## config.mk

```make
export PLATFORM = sky130hd
export DESIGN_NAME = stq_ctrl
export DESIGN_NICKNAME = d
export VERILOG_FILES = /design/src/hdl/stq_pkg.sv /design/src/hdl/stq_ctrl.sv
export SDC_FILE = /design/constraint.sdc
export NUM_CORES = 1
export LEC_CHECK = 0
export BUFFER_PORTS_ARGS = -buffer_cell sky130_fd_sc_hd__buf_2
export CAP_MARGIN = 20
export CORE_AREA = 4 4 41 43
export CTS_BUF_LIST = sky130_fd_sc_hd__clkbuf_4 sky130_fd_sc_hd__clkbuf_8
export CTS_CLUSTER_SIZE = 12
export DETAILED_ROUTE_END_ITERATION = 6
export DIE_AREA = 0 0 45 47
export PLACE_DENSITY = 0.7
export SKIP_CTS_REPAIR_TIMING = 1
export SLEW_MARGIN = 20
export SYNTH_ARGS = -nofsm -noshare
export SYNTH_HDL_FRONTEND = slang
export SYNTH_SLANG_ARGS = --single-unit
```

## constraint.sdc

```tcl
create_clock -name i_clk -period 1.2 [get_ports i_clk]
set_input_delay 0.24 -clock i_clk [delete_from_list [all_inputs] [get_ports i_clk]]
set_output_delay 0.24 -clock i_clk [all_outputs]
set_load 0.03 [all_outputs]
```

## src/hdl/stq_pkg.sv

```systemverilog
// Package of the sorted timer queue: action and status codes, controller states
// and the command and status structs between controller and datapath. No dependencies.
`timescale 1ns / 1ps
`default_nettype none
package stq_pkg;
    localparam int unsigned ACTION_BITS = 2;
    localparam int unsigned SLOT_BITS   = 5;
    localparam int unsigned STATUS_BITS = 2;
    localparam int unsigned FIELD_BITS  = 32;

    typedef enum logic [ACTION_BITS-1:0] {
        ACT_INSERT = 2'd0,
        ACT_RETIME = 2'd1,
        ACT_DELETE = 2'd2,
        ACT_TICK   = 2'd3
    } t_action;

    typedef enum logic [STATUS_BITS-1:0] {
        ST_OK    = 2'd0,
        ST_BUSY  = 2'd1,
        ST_EMPTY = 2'd2
    } t_status;

    typedef enum logic [2:0] {
        S_IDLE,
        S_REMOVE,
        S_FIND,
        S_PLACE,
        S_TICK,
        S_DONE
    } t_state;

    // Commands from the controller to the datapath.
    typedef struct packed {
        logic load;      // capture the accepted item
        logic remove;    // take the captured slot out of the order
        logic find;      // write the slot expiry, and the tag for a slot not yet valid
        logic place;     // shift the order and put the slot in
        logic set_valid;
        logic clr_valid;
        logic tick_start;
        logic tick_step;
    } t_cmd;

    // Status from the datapath to the controller.
    typedef struct packed {
        logic busy;       // captured slot is in range and valid
        logic in_range;
        logic tick_due;   // entry at the tick cursor is due
        logic tick_more;  // tick cursor is below the fill count and result cap
        logic tick_next;  // entry after the tick cursor exists, is below the cap and is due
    } t_stat;
endpackage
`default_nettype wire

```

## src/hdl/stq_ctrl.sv

```systemverilog
// Controller of the sorted timer queue: sequences each action and drives the result.
// Depends on stq_pkg for states, codes and the command and status structs.
`timescale 1ns / 1ps
`default_nettype none
module stq_ctrl (
    input  wire logic                     i_clk,
    input  wire logic                     i_rst_n,
    input  wire logic                     i_in_valid,
    output logic                          o_in_ready,
    input  wire stq_pkg::t_action         i_action,
    input  wire stq_pkg::t_stat           i_stat,
    output stq_pkg::t_cmd                 o_cmd,
    output logic                          o_out_valid,
    input  wire logic                     i_out_ready,
    output logic [stq_pkg::STATUS_BITS-1:0] o_status,
    output logic                          o_is_expired,
    output logic                          o_last
);
    import stq_pkg::*;

    t_state  r_state, n_state;
    t_action r_act;
    logic    take;
    logic    done_ok;

    assign take    = i_in_valid && o_in_ready;
    assign done_ok = o_out_valid && i_out_ready;

    always_ff @(posedge i_clk) begin
        if (!i_rst_n) begin
            r_state <= S_IDLE;
            r_act   <= ACT_TICK;
        end else begin
            r_state <= n_state;
            if (take) r_act <= i_action;
        end
    end

    // Next state.
    always_comb begin
        n_state = r_state;
        unique case (r_state)
            S_IDLE: if (take) n_state = (i_action == ACT_TICK) ? S_TICK : S_FIND;
            S_FIND: begin
                // Check the captured slot and choose the path.
                if (!i_stat.busy && r_act != ACT_INSERT) n_state = S_DONE;
                else if (i_stat.busy && r_act == ACT_INSERT) n_state = S_DONE;
                else if (!i_stat.in_range) n_state = S_DONE;
                else if (r_act == ACT_INSERT) n_state = S_PLACE;
                else n_state = S_REMOVE;
            end
            S_REMOVE: n_state = (r_act == ACT_DELETE) ? S_DONE : S_PLACE;
            S_PLACE:  n_state = S_DONE;
            S_TICK: begin
                if (done_ok && o_last) n_state = S_IDLE;
            end
            S_DONE: if (done_ok) n_state = S_IDLE;
            default: n_state = S_IDLE;
        endcase
    end

    // Outputs: the status check happens in S_FIND before anything changes.
    logic r_err_busy, r_err_empty;
    always_ff @(posedge i_clk) begin
        if (!i_rst_n) begin
            r_err_busy  <= 1'b0;
            r_err_empty <= 1'b0;
        end else if (r_state == S_FIND) begin
            r_err_busy  <= i_stat.busy && r_act == ACT_INSERT;
            r_err_empty <= !i_stat.in_range || (!i_stat.busy && r_act != ACT_INSERT);
        end
    end

    always_comb begin
        o_cmd        = '0;
        o_in_ready   = 1'b0;
        o_out_valid  = 1'b0;
        o_status     = ST_OK;
        o_is_expired = 1'b0;
        o_last       = 1'b1;
        unique case (r_state)
            S_IDLE: begin
                o_in_ready     = 1'b1;
                o_cmd.load     = take;
                o_cmd.tick_start = take;
            end
            S_FIND: begin
                o_cmd.find = i_stat.in_range &&
                             ((r_act == ACT_INSERT && !i_stat.busy) ||
                              (r_act == ACT_RETIME && i_stat.busy));
                o_cmd.set_valid = i_stat.in_range && !i_stat.busy && r_act == ACT_INSERT;
            end
            S_REMOVE: begin
                o_cmd.remove    = 1'b1;
                o_cmd.clr_valid = (r_act == ACT_DELETE);
            end
            S_PLACE: o_cmd.place = 1'b1;
            S_TICK: begin
                // A due entry is last when the one after it is not reported;
                // with nothing due at the head, one empty result ends the tick.
                o_out_valid  = 1'b1;
                o_is_expired = i_stat.tick_more && i_stat.tick_due;
                o_last       = !o_is_expired || !i_stat.tick_next;
                o_cmd.tick_step = done_ok && o_is_expired;
            end
            S_DONE: begin
                o_out_valid = 1'b1;
                if (r_err_busy) o_status = ST_BUSY;
                else if (r_err_empty) o_status = ST_EMPTY;
            end
            default: ;
        endcase
    end
endmodule
`default_nettype wire

```

==> flow_summary_export.csv, run 1 <==
group,metric,value,unit
layout,fillers,92,
synth,synth-seq-cells,7,
critical_path,crit_buf_inv,1,
routing,wl_per_cell,14.6,um
pwr,switching_share,0.433,
pwr,power.density,1570,mW/mm2
pwr,p_clk_frac,0.152,
synth,syn_area,490,um2
critical_path,endpoint,"o_cmd[3]",
synth,synth.avg_cell_area,7.79,um2
synth,synth_top_cell_area_share,0.286,
die,io_pins,25,
cts,cts_sinks,7,
timing,timing.fmax,641,MHz
cts,numCtsBuffers,3,
critical_path,critPathMaxStageDelay,0.34,ns
critical_path,reg2reg_from,"r_state[0]",
status,status,"complete, but fails checks",
synth,synthDistinctLibCells,26,
cts,htree_levels,1,
die,rows,13,
die,die_h,47,um
timing,fin_skew,0.00448,ns
timing,post-route-min-period,1.56,ns
timing,relSlewSlack,0.819,
synth,yosys_warnings,0,
die,die-area,0.00212,mm2
layout,final_common_cell,"buf_6",
placed_design,port_buffers,24,
cts,root_buffer,"clkbuf_4",
die,floorplan.initialDensity,0.377,
routing,drt-total-wl,1710,um
pwr,p_switching,0.000662,W
critical_path,regToRegEndpoint,"r_state[2]",
pwr,p_leak,0.447,nW
timing,tightest_slew,0.270,ns
critical_path,worst_ep_required_time,0.96,ns
routing,ant_nets,0,
synth,yosysSeqAreaShare,0.286,
die,die_w,45,um
die,core_region_area,0.00130,mm2
placed_design,place_area,762,um2
pwr,internal_power,0.000865,W
job,cap_viol_max_count,0,
routing,vias_per_cell,5.39,
synth,async_flop_share,0,
min_path,hold_class,"in2reg",
placed_design,place_ws,-0.169,ns
synth,synthTopCellsByArea,"dfxtp_1 (29%), a21oi_1 (6.1%), nand3_1 (6.1%), buf_4 (4.6%), and4b_1 (4.1%)",
critical_path,worstPathArrival,1.32,ns
critical_path,path_depth,4,
pwr,power_frac_seq,0.251,
critical_path,slowest_stage,"dfxtp_2",
layout,drive_gt1_frac,0.716,
cts,cts_tree,"built",
global_routing,grt_pass1_vias,536,
layout,mostFrequentLayoutCells,"buf_6 (17), buf_4 (13), buf_2 (10)",
synth,synth_area_leader_cell,"dfxtp_1",
critical_path,critical_path_peak_fanout,4,
synth,synth_edf_count,0,
global_routing,grt_max_degree,11,
critical_path,endpoint_kind,"primary output",
critical_path,r2r_cells,5,
timing,setup_viol_count_final,14,
global_routing,grt-ovfl-total,0,
placed_design,hpwl,1180,um
routing,first_pass_iters,4,
layout,final_nets,114,
layout,area_growth,98.7,%
timing,final_max_slew_viol_count,0,
cts,clkTransAtPathRegs,0.06,ns
placed_design,gp_congestion,0.785,
layout,n_antenna_cell,0,
synth,syn_nets,74,
critical_path,path_cells,"nor2b_2, nand3b_1, nor4_4, buf_6",
critical_path,cp_top_family,"simple AND/OR/NAND/NOR gates",
timing,setup_slack,-0.360,ns
critical_path,crit_start,"r_state[0]",
layout,design_area,975,um2
cts,cts_buffer_depth,2,
synth,synth_ff_type,"dfxtp_1",
global_routing,grtUsageTotal,0.142,
pwr,vdd_ir_drop_max,1.16,mV
pwr,p_comb_frac,0.597,
global_routing,grt_pass1_wl,2260,um
routing,drc,0,
routing,drtIter0Drc,8,
critical_path,worstSetupPathType,"reg2out",
timing,period_share,1.30,
min_path,holdCritStartpoint,"i_rst_n",
global_routing,antenna_found_initial,0,
cts,clock_latency,0.26,ns
routing,vias,631,
critical_path,reg2reg_slack,0.01,ns
timing,rsz0062_at_grt,"true",
critical_path,start_kind,"flip-flop",
status,violations,"setup timing",
synth,synthCells,63,
timing,hold_violations,0,
[state kept, by name, indices dropped and copies added (netlist names)]
name         count
r_state          3
r_err_empty      1
r_err_busy       1
r_act            2
[layout make-up]
class                   count  area [um2]  area share
multi-input cells          48         427       0.438
repair buffers             40         339       0.348
flip-flops and latches      7         151       0.155
clock buffers               3        22.5      0.0231
well taps                  15        18.8      0.0193
inverters                   3        11.3      0.0116
clock inverters             1        5.00     0.00513
[worst min-delay path by stage]
stage / end / slack (ns) / depth (start not counted)
2_1_floorplan: r_act[0] / 0.32 / 1
4_1_cts: r_act[1] / 0.22 / 2
6_report: r_act[0] / 0.21 / 2
3_5_place_dp: r_err_busy / 0.48 / 2
5_1_grt: r_act[0] / 0.22 / 2
3_3_place_gp: r_err_busy / 0.48 / 2
[power by group through the flow]
| stage | sequential, W | clock [W] | combinational, W |
|---|---|---|---|
| final | 0.000383 | 0.000233 | 0.000911 |
| after global routing | 0.000390 | 0.000246 | 0.000968 |
| after CTS | 0.000364 | 0.000226 | 0.000686 |
| after detailed placement | 0.000368 | 0 | 0.000682 |
| after global placement | 0.000368 | 0 | 0.000669 |
| after floorplan | 0.000337 | 0 | 0.000537 |
[layer usage]
| metal | vias up | global-route usage | wire length [um] |
|---|---|---|---|
| met1 | 301 | 0.176 | 704 |
| li1 | 301 | - | - |
| met5 | - | 0 | 0 |
| met3 | 4 | 0.0345 | 111 |
| met4 | 0 | 0.0175 | 28 |
| met2 | 25 | 0.257 | 865 |
[logic make-up after synthesis]
kind of cell,Yosys count,share of synthesized area
buffers and inverters,8,0.102
xor gates and xnor gates,2,0.0357
AOI/OAI and AO/OA,14,0.161
and+or+nand+nor,32,0.416
DFF,7,0.286
[cell usage after synthesis, drive strengths merged, types with 2 or more instances]
cell and count:
xor2 2, nand3 6, nand2b 2, dfxtp 7
a21oi 6, o21a 2, nor2 3, buf 5
and3 2, and3b 2, nor3 5, nand2 4
nor3b 2, nor2b 2, o21ai 4, and4b 2
inv 3
[stage by stage]
step	TNS (ns)	util	total power, W	cells	hold slack [ns]
floorplan	-1.59	-	0.000874	63	0.324
global placement	-0.839	0.586	0.00104	108	0.480
detailed placement	-1.06	0.586	0.00105	108	0.483
CTS	-4.72	0.607	0.00128	112	0.217
global route	-4.70	0.749	0.00160	117	0.224
finish	-3.71	0.749	0.00153	117	0.213
No activity file was read; power rests on OpenSTA's default activity.
==> run 2, diff against run 1 <==
--- a/config.mk
+++ b/config.mk
@@ -9,3 +9,3 @@
 export CAP_MARGIN = 20
-export CORE_AREA = 4 4 41 43
+export CORE_AREA = 2 2 39 41
 export CTS_BUF_LIST = sky130_fd_sc_hd__clkbuf_4 sky130_fd_sc_hd__clkbuf_8
@@ -13,3 +13,3 @@
 export DETAILED_ROUTE_END_ITERATION = 6
-export DIE_AREA = 0 0 45 47
+export DIE_AREA = 0 0 41 43
 export PLACE_DENSITY = 0.7
--- a/constraint.sdc
+++ b/constraint.sdc
@@ -3,2 +3,2 @@
 set_output_delay 0.24 -clock i_clk [all_outputs]
-set_load 0.03 [all_outputs]
+set_load 0.1 [all_outputs]
==> run 2 against run 1 <==
Against the previous run:
- critical endpoint is now o_cmd[5]
- largest power group unchanged
- via count down 0.16%
- register-to-register slack worse by 0.12 ns
- cell count up 5.1%
- highest routed layer is now met3
- the flow still finishes with violations (setup timing)
- utilization up 6.7 points
- critical path type unchanged
- cell area up 16%
==> flow_summary_export.csv, run 2 (synthesized netlist as in run 1, its figures left out) <==
group,metric,value,unit
status,status,"complete, but fails checks",
status,violations,"setup timing",
layout,top_register,"r_state",
critical_path,start_kind,"flip-flop",
timing,timing.fmax,619,MHz
die,floorplan.initialDensity,0.354,
critical_path,worst_ep_required_time,0.96,ns
layout,n_antenna_cell,0,
routing,drtIter0Drc,12,
timing,fin_skew,0.000938,ns
layout,post-route-util,0.816,
pwr,p_switching,0.00100,W
layout,final_common_cell,"buf_4",
timing,post-route-min-period,1.62,ns
layout,largestRegisters,"r_state: 3 flops, r_act: 2 flops",
global_routing,grt_pass1_vias,547,
die,io_pins,25,
layout,final_nets,119,
timing,tightest_slew,0.299,ns
die,die-area,0.00176,mm2
routing,drt-total-wl,1730,um
pwr,p_comb_frac,0.712,
critical_path,endpoint_kind,"primary output",
critical_path,critical_path_peak_fanout,3,
cts,root_buffer,"clkbuf_4",
placed_design,place_area,0.00102,mm2
die,die_h,43,um
die,rows,14,
timing,hold_violations,0,
cts,clkTransAtPathRegs,0.05,ns
placed_design,port_buffers,24,
pwr,internal_power,0.00105,W
placed_design,dp_cells,116,
pwr,power_frac_seq,0.171,
routing,ant_nets,0,
cts,cts_buffer_depth,2,
timing,relSlewSlack,0.799,
global_routing,grt_pass1_wl,2300,um
layout,drive_gt1_frac,0.692,
timing,setup_viol_count_final,17,
routing,routed.top_layer,"met3",
layout,area_growth,130,%
pwr,total_power,0.00206,W
pwr,p_clk_frac,0.116,
layout,design_area,0.00113,mm2
timing,setup_slack,-0.416,ns
layout,mostFrequentLayoutCells,"buf_4 (15), buf_12 (14), buf_2 (10)",
cts,cts_tree,"built",
routing,vias,630,
critical_path,slowest_stage,"dfxtp_2",
cts,htree_levels,1,
die,core_region_area,0.00138,mm2
critical_path,path_cells,"nor2b_2, nand3b_1, buf_4, nor3_4, buf_12",
routing,vias_per_cell,5.12,
routing,wl_met2,918,um
timing,final_max_slew_viol_count,0,
timing,rsz0062_at_grt,"true",
cts,cts_sinks,7,
timing,period_share,1.35,
pwr,power.density,1820,mW/mm2
timing,finalSetupTns,-4.83,ns
job,cap_viol_max_count,0,
critical_path,worstSetupPathType,"reg2out",
routing,first_pass_iters,4,
routing,met3WireLength,72,um
global_routing,grt-ovfl-total,0,
routing,wl_per_cell,14.1,um
layout,final_cell_count_no_fill,123,
pwr,p_leak,0.506,nW
placed_design,hpwl,1180,um
cts,numCtsBuffers,3,
routing,wl_met1,743,um
routing,drc,0,
critical_path,worstPathArrival,1.38,ns
layout,largest_register_ffs,3,
pwr,vdd_ir_drop_max,1.53,mV
critical_path,critPathMaxStageDelay,0.33,ns
cts,clock_latency,0.25,ns
global_routing,antenna_found_initial,0,
global_routing,grt_max_degree,15,
global_routing,grtUsageTotal,0.191,
placed_design,gp_congestion,0.804,
min_path,hold_class,"in2reg",
pwr,switching_share,0.488,
die,die_w,41,um
run 2: cell types whose count changed in the layout (fill, tap and decap cells not counted), moves of 2 or more:
cell / previous run / this run
buf_12: 0 / 14
buf_4: 13 / 15
buf_6: 17 / 6
dfxtp_1: 2 / 4
run 2: worst max-delay path, delay by kind of cell (launching register included):
family | cells | cell delay [ns]
buffers and inverters | 2 | 0.38
AND/OR/NAND/NOR | 3 | 0.40
flip-flops | 1 | 0.33
run 2: power groups by stage:
stage	Sequential, W	Clock, W	Combinational, W
after floorplan	0.000337	0	0.000881
after global placement	0.000343	0	0.00131
after detailed placement	0.000343	0	0.00133
after CTS	0.000338	0.000249	0.00133
after global routing	0.000358	0.000262	0.00152
final	0.000352	0.000239	0.00146
run 2: cell type report:
class | instances | area [um2]
fillers | 81 | 255
repair buffers | 45 | 510
inverters | 3 | 13.8
flip-flops and latches | 7 | 146
well taps | 16 | 20.0
multi-input cells | 48 | 408
clock buffers | 4 | 30.0
run 2: metal layers:
layer  vias up  track usage
met4         0       0.0400
met2        15        0.300
met3         0       0.0628
met5         -            0
li1        312            -
met1       303        0.247
run 2: final timing paths:
kind                                 start         end  slack [ns]  depth (start not counted)
worst min-delay path               i_rst_n    r_act[1]        0.23                          2
worst max-delay path            r_state[0]    o_cmd[5]       -0.42                          5
worst min register to register  r_err_busy  r_err_busy        0.51                          2
worst max register to register  r_state[0]  r_state[2]       -0.11                          5
run 2: through the flow:
| step | worst slack, ns | hold WS (ns) |
|---|---|---|
| after global routing | -0.502 | 0.231 |
| after floorplan | -1.06 | 0.324 |
| after detailed placement | -0.218 | 0.474 |
| after global placement | -0.179 | 0.476 |
| after CTS | -0.462 | 0.216 |
| final | -0.416 | 0.228 |
==> run 3, diff against run 2 <==
- PLACE_DENSITY: 0.7 -> 0.67
- clock period: 1.2 -> 1.55 ns (I/O delays scaled with it)
==> run 3 against run 2 <==
Against the previous run:
- via count decreased by 4.1%
- clock skew increased by 0.0050 ns
- die area unchanged
- critical path type unchanged
- sequential power decreased by 19%
- first-iteration DRC count decreased by 42%
- utilization decreased by 4.3 points
- hold slack improved by 0.062 ns
- combinational power decreased by 28%
- critical path depth decreased by 1
- cell count decreased by 4.1%
- largest power group unchanged
- wire length decreased by 12%
- the run still ends with setup timing left
- sequential cell count unchanged
==> flow_summary_export.csv, run 3 (synthesized netlist as in run 1, its figures left out) <==
group,metric,value,unit
cts,cts_tree,"built",
layout,final_common_cell,"buf_12",
routing,first_pass_iters,4,
placed_design,port_buffers,24,
pwr,p_leak,0.475,nW
placed_design,hpwl,1110,um
min_path,hold_class,"in2reg",
cts,htree_levels,1,
die,rows,14,
layout,area_growth,118,%
timing,timing.fmax,578,MHz
cts,cts_buffer_depth,2,
critical_path,crit_buf_inv,2,
pwr,p_clk_frac,0.122,
cts,cts_sinks,7,
die,floorplan.initialDensity,0.354,
timing,final_max_slew_viol_count,0,
layout,largestRegisters,"r_state: 3 flops, r_act: 2 flops",
timing,hold_violations,0,
critical_path,r2r_cells,4,
die,core_region_area,0.00138,mm2
global_routing,grt_max_degree,15,
die,die-area,0.00176,mm2
pwr,power.density,1420,mW/mm2
global_routing,grtUsageTotal,0.192,
pwr,vdd_ir_drop_max,1.24,mV
layout,n_antenna_cell,0,
critical_path,critPathMaxStageDelay,0.38,ns
global_routing,grt-ovfl-total,0,
layout,final_nets,114,
critical_path,worstSetupPathType,"reg2out",
placed_design,place_ws,-0.00877,ns
layout,mostFrequentLayoutCells,"buf_12 (14), buf_4 (11), buf_2 (10)",
layout,largest_register_ffs,3,
timing,setup_viol_count_final,13,
layout,design_area,0.00107,mm2
die,die_w,41,um
timing,relSlewSlack,0.729,
timing,period_share,1.12,
min_path,holdCritStartpoint,"i_rst_n",
timing,setup_slack,-0.179,ns
layout,top_register,"r_state",
routing,vias_per_cell,5.12,
global_routing,antenna_found_initial,0,
status,violations,"setup timing",
routing,vias,604,
timing,fin_skew,0.00594,ns
critical_path,critical_path_peak_fanout,4,
critical_path,worst_ep_required_time,1.24,ns
timing,rsz0062_at_grt,"true",
placed_design,place_area,953,um2
pwr,p_switching,0.000740,W
die,io_pins,25,
cts,numCtsBuffers,3,
critical_path,start_kind,"flip-flop",
pwr,p_comb_frac,0.690,
pwr,power_frac_seq,0.188,
job,cap_viol_max_count,0,
timing,tightest_slew,0.405,ns
cts,root_buffer,"clkbuf_4",
layout,post-route-util,0.772,
routing,drtIter0Drc,7,
cts,clkTransAtPathRegs,0.05,ns
critical_path,endpoint_kind,"primary output",
die,die_h,43,um
critical_path,path_cells,"nor2b_4, buf_4, and4b_2, buf_12",
global_routing,grt_pass1_wl,2240,um
min_path,whs_endpoint,"r_act[0]",
pwr,switching_share,0.487,
pwr,internal_power,0.000780,W
placed_design,gp_congestion,0.813,
timing,post-route-min-period,1.73,ns
global_routing,grt_pass1_vias,527,
routing,wl_per_cell,12.9,um
routing,drc,0,
layout,drive_gt1_frac,0.627,
status,status,"complete, but fails checks",
critical_path,cp_top_family,"simple AND/OR/NAND/NOR gates",
cts,clock_latency,0.26,ns
routing,ant_nets,0,
critical_path,slowest_stage,"dfxtp_4",
routing,drt-total-wl,1520,um
min_path,hold_depth,2,
critical_path,worstPathArrival,1.42,ns
critical_path,regToRegEndpoint,"r_err_busy",
critical_path,reg2reg_from,"r_state[2]",
critical_path,reg2reg_slack,0.30,ns
==> run 3: changes by cell type in the layout (fill, tap and decap cells not counted), sizes merged <==
cell	before	now
buf	45	40
==> run 3: layer usage <==
layer / routed length (um) / part of all wire / GRT usage
met2: 790 / 0.52 / 0.256
met1: 639 / 0.42 / 0.261
met5: 0 / 0 / 0
met3: 63 / 0.041 / 0.0628
met4: 28 / 0.018 / 0.107
==> run 3: power by group through the flow <==
stage	clock (W)	combinational, W	sequential, W
floorplan	0	0.000682	0.000261
global placement	0	0.000945	0.000275
detailed placement	0	0.000955	0.000276
CTS	0.000191	0.000958	0.000273
global route	0.000205	0.00109	0.000289
finish	0.000186	0.00105	0.000286
==> run 3: worst max-delay path by stage <==
| stage | slack [ns] | to | from | cells after the start |
|---|---|---|---|---|
| 2_1_floorplan | -0.78 | o_cmd[0] | r_state[2] | 4 |
| 3_3_place_gp | 0.02 | o_cmd[5] | i_stat[3] | 6 |
| 3_5_place_dp | -0.009 | o_cmd[5] | i_stat[3] | 6 |
| 4_1_cts | -0.21 | o_cmd[5] | r_state[1] | 4 |
| 5_1_grt | -0.22 | o_cmd[0] | r_state[2] | 4 |
| 6_report | -0.18 | o_status[1] | r_state[2] | 4 |
==> run 3: cell type report <==
cell class	count	area, um2
Inverter	3	13.8
Fill cell	95	315
Multi-Input combinational cell	48	387
Sequential cell	7	149
Tap cell	16	20.0
Clock buffer	4	30.0
Timing Repair Buffer	40	469
==> run 3: through the flow <==
stage	hold slack, ns	setup TNS (ns)	cells	total power (W)
2_1_floorplan	0.394	-6.06	63	0.000943
3_3_place_gp	0.480	0	107	0.00122
3_5_place_dp	0.484	-0.00877	107	0.00123
4_1_cts	0.281	-1.40	111	0.00142
5_1_grt	0.283	-2.12	118	0.00159
6_report	0.290	-1.41	118	0.00152
